`src/hdl/uv_coordinate_transform_assert.svh`:
```
// Assertion macros used by the top level of the coordinate transform.
`ifndef UV_COORDINATE_TRANSFORM_ASSERT_SVH
`define UV_COORDINATE_TRANSFORM_ASSERT_SVH

// Same-cycle implication, sampled on clk and disabled while rst_n is low.
`define UVCT_ASSERT_NOW(lbl, ante, cons) \
    lbl: assert property (@(posedge clk) disable iff (!rst_n) (ante) |-> (cons)) \
        else $error("uvct check failed");

// Next-cycle implication, sampled on clk and disabled while rst_n is low.
`define UVCT_ASSERT_NEXT(lbl, ante, cons) \
    lbl: assert property (@(posedge clk) disable iff (!rst_n) (ante) |=> (cons)) \
        else $error("uvct check failed");

`endif

```
`src/hdl/uvct_pkg.sv`:
```
// Shared constants, types and helper functions of the coordinate transform.
package uvct_pkg;

    localparam int WORD_BITS_DEF     = 32;
    localparam int FRAC_BITS_DEF     = 16;
    localparam int CORDIC_STAGES_DEF = 16;

    localparam int TRIG_FRAC    = 30;
    localparam int TRIG_BITS    = 34;
    localparam int ANG_BITS     = 34;
    localparam int ATAN_ENTRIES = 30;
    localparam int CFG_IDX_BITS = 2;
    localparam int CFG_DATA_BITS = 32;

    localparam logic [31:0] GAIN_Q30 = 32'h26DD3B6A;

    localparam logic [31:0] ATAN_TURN [ATAN_ENTRIES] = '{
        32'h20000000, 32'h12E4051E, 32'h09FB385B, 32'h051111D4, 32'h028B0D43,
        32'h0145D7E1, 32'h00A2F61E, 32'h00517C55, 32'h0028BE53, 32'h00145F2F,
        32'h000A2F98, 32'h000517CC, 32'h00028BE6, 32'h000145F3, 32'h0000A2FA,
        32'h0000517D, 32'h000028BE, 32'h0000145F, 32'h00000A30, 32'h00000518,
        32'h0000028C, 32'h00000146, 32'h000000A3, 32'h00000051, 32'h00000029,
        32'h00000014, 32'h0000000A, 32'h00000005, 32'h00000003, 32'h00000001
    };

    typedef enum logic [CFG_IDX_BITS-1:0] {
        CFG_INVERT_S = 2'd0,
        CFG_INVERT_T = 2'd1
    } cfg_reg_t;

    // Sine and cosine of one item as they leave the CORDIC.
    typedef struct packed {
        logic                        vld;
        logic                        nz;
        logic signed [TRIG_BITS-1:0] cs;
        logic signed [TRIG_BITS-1:0] sn;
    } trig_t;

    // Multiplicative inverse of 45 modulo 2^32, by Newton iteration.
    function automatic logic [31:0] inv45();
        logic [63:0] x;
        x = 64'd45;
        for (int k = 0; k < 5; k++) begin
            x = x * (64'd2 - 64'd45 * x);
        end
        return x[31:0];
    endfunction

    localparam logic [31:0] INV45 = inv45();

    // Since 2^12 is 1 modulo 45, summing 12-bit digits keeps the residue.
    function automatic logic [14:0] mod45_fold(input logic [63:0] v);
        logic [71:0] p;
        logic [14:0] sum;
        p   = {8'd0, v};
        sum = '0;
        for (int k = 0; k < 6; k++) begin
            sum = sum + 15'(p[k*12 +: 12]);
        end
        return sum;
    endfunction

    // Residue modulo 45 of a folded digit sum, by a reciprocal multiply.
    function automatic logic [5:0] mod45_finish(input logic [14:0] x);
        logic [12:0] x2;
        logic [29:0] prod;
        logic [12:0] q;
        x2   = 13'(x[11:0]) + 13'(x[14:12]);
        prod = 30'(x2) * 30'd2913;
        q    = 13'(prod >> 17);
        return 6'(x2 - 13'(q * 13'd45));
    endfunction

endpackage

```
`src/hdl/uvct_angle.sv`:
```
// Degrees to a folded binary angle: reduction modulo 360 and exact divide by 360.
module uvct_angle #(
    parameter int W = uvct_pkg::WORD_BITS_DEF,
    parameter int F = uvct_pkg::FRAC_BITS_DEF
) (
    input  logic                                   clk,
    input  logic                                   rst_n,
    input  logic                                   en,
    input  logic                                   vld_in,
    input  logic signed [W-1:0]                    angle_deg,
    output logic                                   vld_out,
    output logic                                   nz,
    output logic                                   flip,
    output logic signed [uvct_pkg::ANG_BITS-1:0]   z
);
    localparam int AB = uvct_pkg::ANG_BITS;
    localparam int HB = W - F - 3;
    // 360 degrees is 45 * 2^(F+3), so only the high part needs a residue mod 45.
    localparam int PW = (1 << (HB % 12)) % 45;
    localparam logic [5:0] P6 = 6'(PW);
    localparam logic signed [AB-1:0] QTR  = AB'(1) << 30;
    localparam logic signed [AB-1:0] HALF = AB'(1) << 31;

    logic [4:0]            vld_reg;
    logic [4:0]            nz_reg;
    logic [F+2:0]          l1_reg;
    logic                  sgn1_reg;
    logic [14:0]           fold1_reg;
    logic [63:0]           n2_reg, n3_reg;
    logic [14:0]           fold3_reg;
    logic [31:0]           z4_reg;
    logic signed [AB-1:0]  z5_reg;
    logic                  flip5_reg;

    logic [5:0]            um;
    logic [5:0]            m_next;
    logic [63:0]           nw;
    logic [5:0]            rem;
    logic [63:0]           diff;
    logic signed [AB-1:0]  zs;

    always_comb
    begin
        um = uvct_pkg::mod45_finish(fold1_reg);
        if (!sgn1_reg)
        begin
            m_next = um;
        end
        else if (um >= P6)
        begin
            m_next = um - P6;
        end
        else
        begin
            m_next = um + 6'd45 - P6;
        end
        nw   = 64'({m_next, l1_reg}) << (32 - F);
        rem  = uvct_pkg::mod45_finish(fold3_reg);
        diff = n3_reg - 64'(rem);
        zs   = AB'(signed'(z4_reg));
    end

    always_ff @(posedge clk or negedge rst_n)
    begin
        if (!rst_n)
        begin
            vld_reg <= '0;
        end
        else if (en)
        begin
            vld_reg <= {vld_reg[3:0], vld_in};
        end
    end

    always_ff @(posedge clk)
    begin
        if (en)
        begin
            nz_reg    <= {nz_reg[3:0], angle_deg != '0};
            l1_reg    <= angle_deg[F+2:0];
            sgn1_reg  <= angle_deg[W-1];
            fold1_reg <= uvct_pkg::mod45_fold(64'(angle_deg[W-1:F+3]));
            n2_reg    <= nw >> 3;
            fold3_reg <= uvct_pkg::mod45_fold(n2_reg);
            n3_reg    <= n2_reg;
            // The difference is an exact multiple of 45.
            z4_reg    <= diff[31:0] * uvct_pkg::INV45;
            if (zs > QTR)
            begin
                z5_reg    <= zs - HALF;
                flip5_reg <= 1'b1;
            end
            else if (zs < -QTR)
            begin
                z5_reg    <= zs + HALF;
                flip5_reg <= 1'b1;
            end
            else
            begin
                z5_reg    <= zs;
                flip5_reg <= 1'b0;
            end
        end
    end

    assign vld_out = vld_reg[4];
    assign nz      = nz_reg[4];
    assign flip    = flip5_reg;
    assign z       = z5_reg;
endmodule

```
`config.mk`:
```
export PLATFORM = sky130hd
export DESIGN_NAME = uvct_angle
export DESIGN_NICKNAME = d
export VERILOG_FILES = /design/src/hdl/uv_coordinate_transform_assert.svh /design/src/hdl/uvct_pkg.sv /design/src/hdl/uvct_angle.sv
export SDC_FILE = /design/constraint.sdc
export NUM_CORES = 1
export LEC_CHECK = 0
export BUFFER_PORTS_ARGS = -buffer_cell sky130_fd_sc_hd__buf_2
export CAP_MARGIN = 40
export CORE_MARGIN = 4
export CORE_UTILIZATION = 40
export DETAILED_ROUTE_END_ITERATION = 7
export PLACE_DENSITY = 0.6
export SYNTH_ARGS = -nofsm -noshare
export SYNTH_HDL_FRONTEND = slang
export SYNTH_SLANG_ARGS = --single-unit
export TNS_END_PERCENT = 50
```
`constraint.sdc`:
```
create_clock -name clk -period 30.1 [get_ports clk]
set_input_delay 3.01 -clock clk [delete_from_list [all_inputs] [get_ports clk]]
set_output_delay 3.01 -clock clk [all_outputs]
set_load 0.02 [all_outputs]
```
==> results of run 1 <==
[layer usage]
layer  GRT usage, %  vias up
li1               -     6077
met1           22.1     6113
met2           27.5      199
met3           2.55       44
met4           4.76        0
met5              0        -
[stage by stage]
step	instance area, sq um	setup WS (ps)	hold slack [ps]
final	22200	13470	422
after global routing	22200	12680	427
after CTS	22200	13480	423
after detailed placement	21500	13530	405
after global placement	21500	13560	405
after floorplan	20300	14610	400
[worst min path at each step]
stage,to,startpoint
floorplan,n2_reg[13],l1_reg[0]
global placement,n2_reg[26],l1_reg[13]
detailed placement,n2_reg[22],l1_reg[9]
CTS,n2_reg[27],l1_reg[14]
global route,n2_reg[26],l1_reg[13]
finish,n2_reg[27],l1_reg[14]
[cell type report]
cell class,instances,area share (%)
Sequential cell,167,22.5
Clock buffer,17,1.92
Inverter,518,8.77
Timing Repair Buffer,78,1.86
Multi-Input combinational cell,1152,60.2
Clock inverter,15,0.942
Tap cell,672,3.79
[placed cells by master, fill, tap and decap left out, types with 3 or more instances in the layout]
master and n:
nor3_1 9, xnor2_1 127, nand4_1 11, ha_1 344, nor4_1 21, a211oi_1 4, o211ai_1 4, o21a_1 8
a21boi_0 3, xor2_1 40, nand2b_1 9, and3_1 16, o31a_1 3, nand2_1 41, a21oi_1 48, o21ai_0 34
fa_1 267, buf_4 6, nand3_1 26, mux2_2 8, dfrtp_1 5, inv_12 4, nor2b_1 14, o21bai_1 4
a21o_1 20, inv_6 3, clkbuf_16 17, nor2_1 42, a211o_1 3, buf_2 71, inv_1 517, or3_1 6
clkinv_8 6, edfxtp_1 162
[worst register-to-register path: cells and delay by family (launching register included)]
family | cells | cell delay, ps
adder cells (fa/ha/maj) | 21 | 8520
XOR/XNOR | 12 | 2900
AND/OR/NAND/NOR | 8 | 1880
AO/OA/AOI/OAI | 9 | 1820
buffers and inverters | 10 | 870
flip-flops | 1 | 390
[cell families after synthesis]
logic type	count (synthesis)	share of synthesized area, %
multiplexers	10	0.542
AND/OR/NAND/NOR	212	5.46
adder cells (fa/ha/maj)	611	47.5
buffers and inverters	522	9.71
flip-flops	167	24.6
AO/OA/AOI/OAI	148	4.63
XOR/XNOR	171	7.59
==> impl_metrics.toml, run 1 <==
[route]
wl_met1_um = 19300
viasPerCell = 4.75
drtPass1Iterations = 4
wl_met3_um = 1590
num_vias = 12400
routed_wl_um = 41700
ant_nets = 0
drc = 0
wire_per_inst_um = 15.9
wl_met2_um = 19800
drt_iter0_drc = 449
highest_layer = "met4"

[worst_setup_path]
timing.rr.start = "fold3_reg[0]"
cp.depth = 60
crit_type = "flop to flop"
endpoint_kind = "flop"
crit_path_top_delay_cell = "fa_1"
crit_family = "adder cells"
worst_setup_path_start_kind = "flop"
worst-path-buf-inv = 10
reg2reg_slack_ps = 13470
cp_slowest_stage_delay_ps = 550
crit_fanout = 14
reg2reg_depth = 60
worstPathArrival_ps = 16840
r2r-end = "z4_reg[31]"
cpMostUsedCell = "fa_1"
required_ps = 30310
crit_end = "z4_reg[31]"
cp-startpoint = "fold3_reg[0]"

[sta]
slew_headroom_pct = 45.1
final.setup.tns_ps = 0
slew_violations = 0
rsz0062_at_grt = "no"
post-route-min-period_ps = 16630
max_clock_freq_ghz = 0.0601
finalSetupViolations = 0
finalClockSkew_ps = 9.83
hold_violations = 0
finalCritPeriodShare_pct = 55.3
worst_pin_slew_ps = 817

[clocking]
cts_setup_buffers = 0
clockBufferDepth = 2
root_buffer = "clkbuf_16"
cts_tree = "done"
clkTransAtPathRegs_ps = 80
numCtsBuffers = 17
cts-resized-gates = 0
htreeDepth = 4
cts.sinks = 167
clk_latency_ps = 460
hold_buffers = 0

[worst_hold_path]
holdPathStages = 0
hold_path.class = "flop to flop"

[yosys]
syn_area_sq_um = 20300
synth.most_common_cell = "inv_1"
yosysTopAreaCell = "fa_1"
ys.flop_type = "edfxtp_1"
syn-num-nets = 2488
synth_edf_count = 162
syn_inst = 1841
ys_top_cells_by_area = "fa_1 (26%), edfxtp_1 (24%), ha_1 (21%)"
synthTopCellsByCount = "inv_1 (517), ha_1 (344), fa_1 (267)"
avgSynthCellArea_sq_um = 11.0
synthDistinctLibCells = 63
yosys_warnings = 0
ys_seq_area_share_pct = 24.6
synth-seq-cells = 167
netlist.area_leader.share_pct = 26.3
async_reset_ff_share_pct = 2.99

[global_route]
antenna_found_initial = 0
grt_pass1_wl_um = 69400
grt_use_total_pct = 16.4
first_global_vias = 13500
globalRouteOverflowTotal = 0
grt_max_degree = 62

[floorplan]
die_w_um = 233
die-area_sq_um = 54400
core_area_sq_um = 50200
dieHeight_um = 233
initial_core_util_pct = 40.5
ios = 73
rows = 82

[placement]
port_buffers = 72
gp_congestion = 0.918
dp_cells = 2587
dp.final_hpwl_um = 36900

[final_layout]
nets = 2581
seq_area_sq_um = 4990
instances_no_fill = 2619
fillers = 4686
largest_register_ffs = 33
antenna_cells = 0
drive_gt1_share_pct = 6.73
syn_to_final_growth_pct = 9.15
multi_input_area_sq_um = 13400
utilization_pct = 44.2

[status]
status = "completed"

[job]
drv_cap = 0
Power of run 1 is left out: the tool's default activity adds up to more than one toggle a clock period on the data nets, which glitch-free logic cannot reach.
==> run 2, diff against run 1 <==
- ABC_AREA: unset -> 1
- clock period: 30.1 -> 16.95 ns (I/O delays scaled with it)
==> run 2 against run 1 <==
Net effect: global-route usage is 0.17 points higher; die area is 2.4% higher; fmax is 11% higher; final cell count is 8.3% higher; non-clock buffer count is 3 lower; design area is 2.2% higher; sequential share of layout area is 0.48 points lower; register-to-register slack worse by 12000 ps; synthesized cell count is 11% higher; worst hold slack worse by 1.0 ps; wire length is 5.8% higher; critical endpoint unchanged.
==> impl_metrics.toml, run 2 <==
[clocking]
hold_buffers = 0
cts_setup_buffers = 0
cts_tree = "done"
cts-resized-gates = 0
cts.sinks = 167
numCtsBuffers = 17
clk_latency_ps = 460
root_buffer = "clkbuf_16"
clockBufferDepth = 2
clkTransAtPathRegs_ps = 70
htreeDepth = 4

[worst_hold_path]
whs_endpoint = "n2_reg[31]"
holdPathStages = 0
hold_path.class = "flop to flop"
worstHoldStart = "l1_reg[18]"

[floorplan]
dieHeight_um = 236
core_area_sq_um = 51400
die-area_sq_um = 55700
die_w_um = 236
initial_core_util_pct = 40.5
ios = 73
rows = 83

[sta]
finalClockSkew_ps = 11.2
final.setup.tns_ps = 0
worst_pin_slew_ps = 895
slew_headroom_pct = 39.9
rsz0062_at_grt = "no"
finalSetupViolations = 0
hold_violations = 0
slew_violations = 0
finalCritPeriodShare_pct = 88.6
post-route-min-period_ps = 15020
max_clock_freq_ghz = 0.0666

[global_route]
antenna_found_initial = 0
globalRouteOverflowTotal = 0
grt_use_total_pct = 16.6
grt_max_degree = 105
first_global_vias = 14400
grt_pass1_wl_um = 73700

[final_layout]
largest_register_ffs = 33
stdcell_area_sq_um = 22700
syn_to_final_growth_pct = 8.84
final_common_cell = "inv_1"
nets = 2790
antenna_cells = 0
fillers = 4866
mostFrequentLayoutCells = "inv_1 (593), ha_1 (344), fa_1 (267)"
drive_gt1_share_pct = 6.82

[worst_setup_path]
cpMostUsedCell = "inv_1"
r2r-end = "z4_reg[31]"
reg2reg_depth = 62
worst_setup_path_start_kind = "flop"
reg2reg_slack_ps = 1930
required_ps = 17170
crit_family = "adder cells"
worst-path-buf-inv = 15
timing.rr.start = "fold3_reg[0]"
endpoint_kind = "flop"
crit_path_top_delay_cell = "fa_1"
crit_type = "flop to flop"
crit_fanout = 7
cp_slowest_stage_delay_ps = 560
worstPathArrival_ps = 15240

[yosys]
synth_edf_count = 162
synth_fa_ha_area_share_pct = 46.4
syn_inst = 2052
ys_top_cells_by_area = "fa_1 (26%), edfxtp_1 (23%), ha_1 (21%)"
syn-num-nets = 2699
ys_seq_area_share_pct = 24.0
synth-compound-area-share_pct = 3.70
avgSynthCellArea_sq_um = 10.1
ys.flop_type = "edfxtp_1"
netlist.area_leader.share_pct = 25.7
yosys.area_share.simple_pct = 8.81
yosys_warnings = 0
synthDistinctLibCells = 49
synth-seq-cells = 167
synth.most_common_cell = "inv_1"
syn_area_sq_um = 20800
async_reset_ff_share_pct = 2.99
synth_top_family_by_area = "adder cells"
synthXorXnorAreaFrac_pct = 6.23
synthTopCellsByCount = "inv_1 (593), ha_1 (344), fa_1 (267)"
yosysTopAreaCell = "fa_1"
synthMuxAreaShare_pct = 0.0541

[placement]
port_buffers = 72
gp_congestion = 0.948
dp.final_hpwl_um = 38800
place_area_sq_um = 22100

[route]
drtPass1Iterations = 5
wire_per_inst_um = 15.6
drc = 0
viasPerCell = 4.72
num_vias = 13400
routed_wl_um = 44100
ant_nets = 0
drt_iter0_drc = 667

[job]
drv_cap = 0

[status]
status = "completed"
[run 2: layout make-up]
class / instances / area, sq um / share of cell area [%]
Multi-Input combinational cell: 1284 / 13600 / 59.9
Sequential cell: 167 / 4990 / 22.0
Inverter: 598 / 2240 / 9.91
Tap cell: 680 / 851 / 3.76
Clock buffer: 18 / 429 / 1.89
Timing Repair Buffer: 75 / 407 / 1.80
Clock inverter: 14 / 171 / 0.757
[run 2: worst max path at each step]
| stage | from | to | slack [ps] | cells after the start |
|---|---|---|---|---|
| 6_report | fold3_reg[0] | z4_reg[31] | 1930 | 62 |
| 3_5_place_dp | fold3_reg[0] | z4_reg[28] | 2000 | 59 |
| 2_1_floorplan | fold3_reg[0] | z4_reg[28] | 3210 | 65 |
| 5_1_grt | fold3_reg[0] | z4_reg[28] | 840 | 66 |
| 3_3_place_gp | fold3_reg[0] | z4_reg[31] | 2020 | 62 |
| 4_1_cts | fold3_reg[0] | z4_reg[31] | 1930 | 65 |
[run 2: cells by family (layout without fill, tap and decap cells)]
| group | after synthesis | in the layout |
|---|---|---|
| compound gates | 138 | 138 |
| xor+xnor | 145 | 145 |
| fa+ha+maj | 611 | 611 |
| buf+inv | 601 | 705 |
| flops | 167 | 167 |
| mux | 1 | 1 |
| simple gates | 389 | 389 |
[run 2: layer usage]
layer	routed length [um]	track usage (%)
met4	1010	4.25
met1	20600	22.6
met5	0	0
met2	20900	27.7
met3	1680	2.65
[run 2: metrics by stage]
| step | util, % | hold slack, ps | cells | worst slack, ps |
|---|---|---|---|---|
| 2_1_floorplan | - | 400 | 2052 | 3210 |
| 3_3_place_gp | 42.8 | 404 | 2802 | 2020 |
| 3_5_place_dp | 42.9 | 405 | 2804 | 2000 |
| 4_1_cts | 44.1 | 422 | 2836 | 1930 |
| 5_1_grt | 44.1 | 426 | 2836 | 839 |
| 6_report | 44.1 | 421 | 2836 | 1930 |
Power of run 2 is left out for the same reason.
